$ cat config.mk
export PLATFORM = sky130hd
export DESIGN_NAME = hphc_ctrl
export DESIGN_NICKNAME = d
export VERILOG_FILES = /design/src/hw/rtl/hphc_pkg.sv /design/src/hw/rtl/hphc_ctrl.sv
export SDC_FILE = /design/constraint.sdc
export NUM_CORES = 1
export LEC_CHECK = 0
export ABC_AREA = 1
export BUFFER_PORTS_ARGS = -buffer_cell sky130_fd_sc_hd__buf_2
export CORE_AREA = 4 4 41 43
export DETAILED_ROUTE_END_ITERATION = 8
export DIE_AREA = 0 0 45 47
export PLACE_DENSITY = 0.71
export SLEW_MARGIN = 40
export SYNTH_ARGS = -nofsm -noshare
export SYNTH_HDL_FRONTEND = slang
export SYNTH_SLANG_ARGS = --single-unit
$ cat constraint.sdc
create_clock -name clock -period 3.2 [get_ports clock]
set_input_delay 0.16 -clock clock [delete_from_list [all_inputs] [get_ports clock]]
set_output_delay 0.16 -clock clock [all_outputs]
set_load 0.03 [all_outputs]
$ cat src/hw/rtl/hphc_pkg.sv
package hphc_pkg;

   localparam int TEMP_WIDTH = 16;

   // divider geometry: widest dividend is |gain_d * de * 1000| < 2^43
   localparam int DIV_N     = 43;
   localparam int DIV_D     = 16;
   localparam int DIV_CNT_W = 6;

   localparam logic [DIV_N-1:0]  ICLAMP_NUM = 43'd6553600000;
   localparam logic [DIV_D-1:0]  MS_PER_S   = 16'd1000;
   localparam logic [7:0]        FULL_DUTY  = 8'd255;
   localparam logic [15:0]       DT_MAX     = 16'hFFFF;
   localparam logic signed [39:0] IACC_MAX  = 40'sd6553600000;

   // x / 1000 = ((x >> 3) * I_RECIP) >> I_RECIP_SH, exact for x < 2^33
   localparam logic [30:0] I_RECIP    = 31'd1099511628;
   localparam int          I_RECIP_SH = 37;

   localparam logic [1:0] FUNC_UPDATE = 2'd0;
   localparam logic [1:0] FUNC_SET    = 2'd1;
   localparam logic [1:0] FUNC_OFF    = 2'd2;
   localparam logic [1:0] FUNC_RSVD   = 2'd3;

   localparam logic MODE_PID  = 1'b0;
   localparam logic MODE_HYST = 1'b1;

   typedef enum logic [2:0] {
      CSR_MODE = 3'd0,
      CSR_GP   = 3'd1,
      CSR_GI   = 3'd2,
      CSR_GD   = 3'd3,
      CSR_MIN  = 3'd4,
      CSR_THR  = 3'd5
   } csr_index_type;

   typedef struct packed {
      logic [1:0]                   func;
      logic signed [TEMP_WIDTH-1:0] measured_temp;
      logic signed [TEMP_WIDTH-1:0] setpoint_temp;
      logic [31:0]                  now_ms;
      logic                         heat_request;
   } req_type;

   typedef struct packed {
      logic       heat_on;
      logic [7:0] pwm_duty;
   } rsp_type;

   typedef struct packed {
      logic        ctrl_mode;
      logic [15:0] gain_p;
      logic [15:0] gain_i;
      logic [15:0] gain_d;
      logic [15:0] min_interval_ms;
      logic [7:0]  on_threshold;
   } cfg_type;

   typedef enum logic [1:0] {
      DIV_LIM = 2'd0,
      DIV_DER = 2'd2
   } div_sel_type;

   typedef enum logic [3:0] {
      ST_IDLE,
      ST_DECODE,
      ST_ACC,
      ST_LIM_WAIT,
      ST_IMUL_LO,
      ST_IMUL_HI,
      ST_I_RLO,
      ST_I_RHI,
      ST_I_TAKE,
      ST_D_START,
      ST_D_WAIT,
      ST_SUM,
      ST_DUTY,
      ST_DONE
   } state_type;

   typedef struct packed {
      logic        load;
      logic        simple;
      logic        mul;
      logic        acc;
      logic        div_start;
      div_sel_type div_sel;
      logic        clamp;
      logic        imul_lo;
      logic        imul_hi;
      logic        rmul_lo;
      logic        rmul_hi;
      logic        i_take;
      logic        d_take;
      logic        d_clear;
      logic        sum;
      logic        duty;
      logic        out_load;
   } cmd_type;

   typedef struct packed {
      logic pid_go;
      logic gi_zero;
      logic dt_zero;
      logic div_busy;
      logic div_done;
      logic out_free;
   } sts_type;

endpackage

$ cat src/hw/rtl/hphc_ctrl.sv
module hphc_ctrl
   import hphc_pkg::*;
(
   input  logic    clock,
   input  logic    reset,
   input  logic    req_valid,
   output logic    req_stall,
   input  sts_type sts,
   output cmd_type cmd
);

   state_type state_ff, state_in;

   always_ff @(posedge clock) begin
      if (reset) state_ff <= ST_IDLE;
      else       state_ff <= state_in;
   end

   always_comb begin
      state_in  = state_ff;
      cmd       = '0;
      req_stall = (state_ff != ST_IDLE);
      unique case (state_ff)
         ST_IDLE: begin
            if (req_valid) begin
               cmd.load = 1'b1;
               state_in = ST_DECODE;
            end
         end
         ST_DECODE: begin
            if (sts.pid_go) begin
               cmd.mul  = 1'b1;
               state_in = ST_ACC;
            end else begin
               cmd.simple = 1'b1;
               state_in   = ST_DONE;
            end
         end
         ST_ACC: begin
            cmd.acc = 1'b1;
            if (sts.gi_zero) begin
               state_in = ST_D_START;
            end else begin
               cmd.div_start = 1'b1;
               cmd.div_sel   = DIV_LIM;
               state_in      = ST_LIM_WAIT;
            end
         end
         ST_LIM_WAIT: begin
            cmd.div_sel = DIV_LIM;
            if (sts.div_done) begin
               cmd.clamp = 1'b1;
               state_in  = ST_IMUL_LO;
            end
         end
         ST_IMUL_LO: begin
            cmd.imul_lo = 1'b1;
            state_in    = ST_IMUL_HI;
         end
         ST_IMUL_HI: begin
            cmd.imul_hi = 1'b1;
            state_in    = ST_I_RLO;
         end
         ST_I_RLO: begin
            cmd.rmul_lo = 1'b1;
            state_in    = ST_I_RHI;
         end
         ST_I_RHI: begin
            cmd.rmul_hi = 1'b1;
            state_in    = ST_I_TAKE;
         end
         ST_I_TAKE: begin
            cmd.i_take = 1'b1;
            state_in   = ST_D_START;
         end
         ST_D_START: begin
            if (sts.dt_zero) begin
               cmd.d_clear = 1'b1;
               state_in    = ST_SUM;
            end else begin
               cmd.div_start = 1'b1;
               cmd.div_sel   = DIV_DER;
               state_in      = ST_D_WAIT;
            end
         end
         ST_D_WAIT: begin
            cmd.div_sel = DIV_DER;
            if (sts.div_done) begin
               cmd.d_take = 1'b1;
               state_in   = ST_SUM;
            end
         end
         ST_SUM: begin
            cmd.sum  = 1'b1;
            state_in = ST_DUTY;
         end
         ST_DUTY: begin
            cmd.duty = 1'b1;
            state_in = ST_DONE;
         end
         ST_DONE: begin
            // hold until the result register frees up
            if (sts.out_free) begin
               cmd.out_load = 1'b1;
               state_in     = ST_IDLE;
            end
         end
         default: state_in = ST_IDLE;
      endcase
   end

   a_div_start_idle: assert property (@(posedge clock) disable iff (reset)
      cmd.div_start |-> !sts.div_busy)
      else $error("divider restarted while busy");

   a_div_done_wait: assert property (@(posedge clock) disable iff (reset)
      sts.div_done |-> (state_ff == ST_LIM_WAIT || state_ff == ST_D_WAIT))
      else $error("divider result arrived outside a wait state");

   a_accept_decode: assert property (@(posedge clock) disable iff (reset)
      (req_valid && !req_stall) |=> (state_ff == ST_DECODE))
      else $error("accepted transaction not decoded");

endmodule

==> results.md <==
- Starting Density: 40.0%
- Regs by FF count: state_ff: 4 flops
- FP Rows: 13
- Final ANT Viol Nets: 0
- Die H: 47 µm
- Peak VDD IR: 0.477 mV
- Clock share of power: 10.9%
- Synth top area share: 22.4%
- Commonest cells after routing, fill and taps aside: nand2_1, buf_2, inv_1
- Critical path required time: 3.04 ns
- Switching Power: 332 µW
- DIE WIDTH: 45 µm
- Power per Cell Area: 831 mW/mm²
- Max-cap violations: 0
- Average wire per standard cell: 8.74 µm
- Mapped Cells: 102
- ANT cells: 0
- Synth area leaders: nand2_1, dfxtp_1, inv_1, nor2_1, nor2_2
- First-pass GRT wire length: 2010 µm
- Area of the multi-input gates: 339 µm²
- Lkg Pwr: 0.000507 µW
- Vias/cell: 4.55
- CORE AREA: 0.00130 mm²
- Crit path launch type: flip-flop
- Yosys cell types: 17
- Initial antenna violation count: 0
- WS Path Type: flip-flop to output pin
- CTS Hold Bufs: 0
- Leading cell type in the layout, fill and taps excluded: nand2_1
- Number of gates resized after CTS: 0
- Largest net degree at the start of global routing: 7
- Root buf cell: clkbuf_4
- Reg power frac: 17.2%
- Vias in the first global route: 539
- Synth Cell Area: 520 µm²
- Biggest register: state_ff
- Internal: 233 µW
- FF-to-FF setup slack: 1.86 ns
- Synth area leader: nand2_1
- Status: completed
- Reg area: 80.1 µm²
- Net Count, Synth: 111
- CP arrival: 1.47 ns
- I/O pins: 28
- First drt pass iteration count: 4
- CTS buffer count: 3
- Final GP Congestion: 0.919
- Fin nets: 140
- Final Slew Violations: 0
- Dpl hpwl: 1100 µm
- CTS tree: done
- GRT Overall Usage: 12.5%
- DRC Markers: 0
- Hold Fails Final Rpt: 0
- Part of the Yosys area used for sequential elements: 15.4%
- Drt initial violations: 22
- Final period util: 50.8%
- WL final: 1260 µm
- Worst-Skew Late Latency: 0.23 ns
- Layout cells sized above 1: 38.0%
- Sink Count: 4
- Global route overflow: 0
- Hold Crit Class: input pin to flip-flop
- Syn avg cell area: 5.10 µm²
- Vias: 655
- Fmax: 615 MHz
- Combinational Power Share: 71.9%
- Setup TNS: 0 ns
- Max reg flops: 4
- Final setup violating endpoints: 0
- Tot Pwr: 565 µW
- Period minus WS final: 1.63 ns
- Synth warn: 0
- RSZ-0062 raised after global routing: false
- Clock-pin slew of the registers on the worst-case setup and hold paths: 0.04 ns
- H-tree Lvls: 1
- CP endpoint kind: output pin
- Post-synthesis register bit count: 4
- Setup Buffers After CTS: 0
- Area Growth Syn to Fin: 30.5%
- Fill count: 150
- Full die area: 0.00212 mm²
- Worst Path Max Fanout: 6
- PortBufs: 25
- Switch share: 58.8%
- Worst Skew: 0.00172 ns
- Clk buf depth: 2
-- worst paths after layout --
kind | start | end | cells after the start
hold reg to reg | state_ff[3]$_SDFFE_PP0P_ | state_ff[3]$_SDFFE_PP0P_ | 2
hold / removal | reset | state_ff[1]$_SDFFE_PP0P_ | 2
setup / recovery | state_ff[3]$_SDFFE_PP0P_ | cmd[13] | 5
setup reg to reg | state_ff[3]$_SDFFE_PP0P_ | state_ff[3]$_SDFFE_PP0P_ | 8
-- final cells by class --
class	count	share of cell area (%)
Clock buffer	3	3.31
Sequential cell	4	11.8
Timing Repair Buffer	25	18.4
Multi-Input combinational cell	72	49.9
Inverter	25	13.8
Tap cell	15	2.76
-- power groups by stage --
| stage | Sequential [µW] | Clock, µW | Combinational, µW |
|---|---|---|---|
| 5_1_grt | 99.5 | 67.1 | 450 |
| 3_5_place_dp | 97.8 | 0 | 406 |
| 3_3_place_gp | 96.5 | 0 | 405 |
| 6_report | 97.3 | 61.5 | 406 |
| 4_1_cts | 97.1 | 64.0 | 408 |
| 2_1_floorplan | 92.2 | 0 | 321 |
-- per-layer routing --
layer | vias up | GRT usage [%] | part of all wire (%)
li1 | 353 | - | -
met2 | 29 | 20.6 | 46
met1 | 273 | 16.9 | 44
met5 | - | 0 | 0
met4 | 0 | 1.17 | 0
met3 | 0 | 3.45 | 10
-- worst max-delay path: stages, from the launching register on --
cell and delay, ns:
dfxtp_1 0.35, nor2_2 0.27, nand2_1 0.13, or2_1 0.24, nand2_1 0.06, buf_2 0.19
-- stage by stage --
step	hold slack, ns	area (µm²)	instances	util (%)	setup slack, ns
2_1_floorplan	0.222	520	102	-	1.82
3_3_place_gp	0.374	657	141	50.5	1.82
3_5_place_dp	0.378	657	141	50.5	1.80
4_1_cts	0.131	679	144	52.2	1.55
5_1_grt	0.140	679	144	52.2	1.47
6_report	0.136	679	144	52.2	1.57
-- cell usage after synthesis, drive strengths merged --
master and instances:
nor2 21, clkinv 1, conb 1, inv 24, buf 1, nand3 8
o21ai 1, nand2 35, or2 1, a21oi 4, nor3 1, dfxtp 4
-- logic make-up after synthesis --
logic type | count (synthesis) | synth area share [%]
DFF | 4 | 15.4
buffers and inverters | 26 | 19.5
other | 1 | 0.720
AOI/OAI and AO/OA | 5 | 6.97
and+or+nand+nor | 66 | 57.5
No activity file was read; power rests on OpenSTA's default activity.
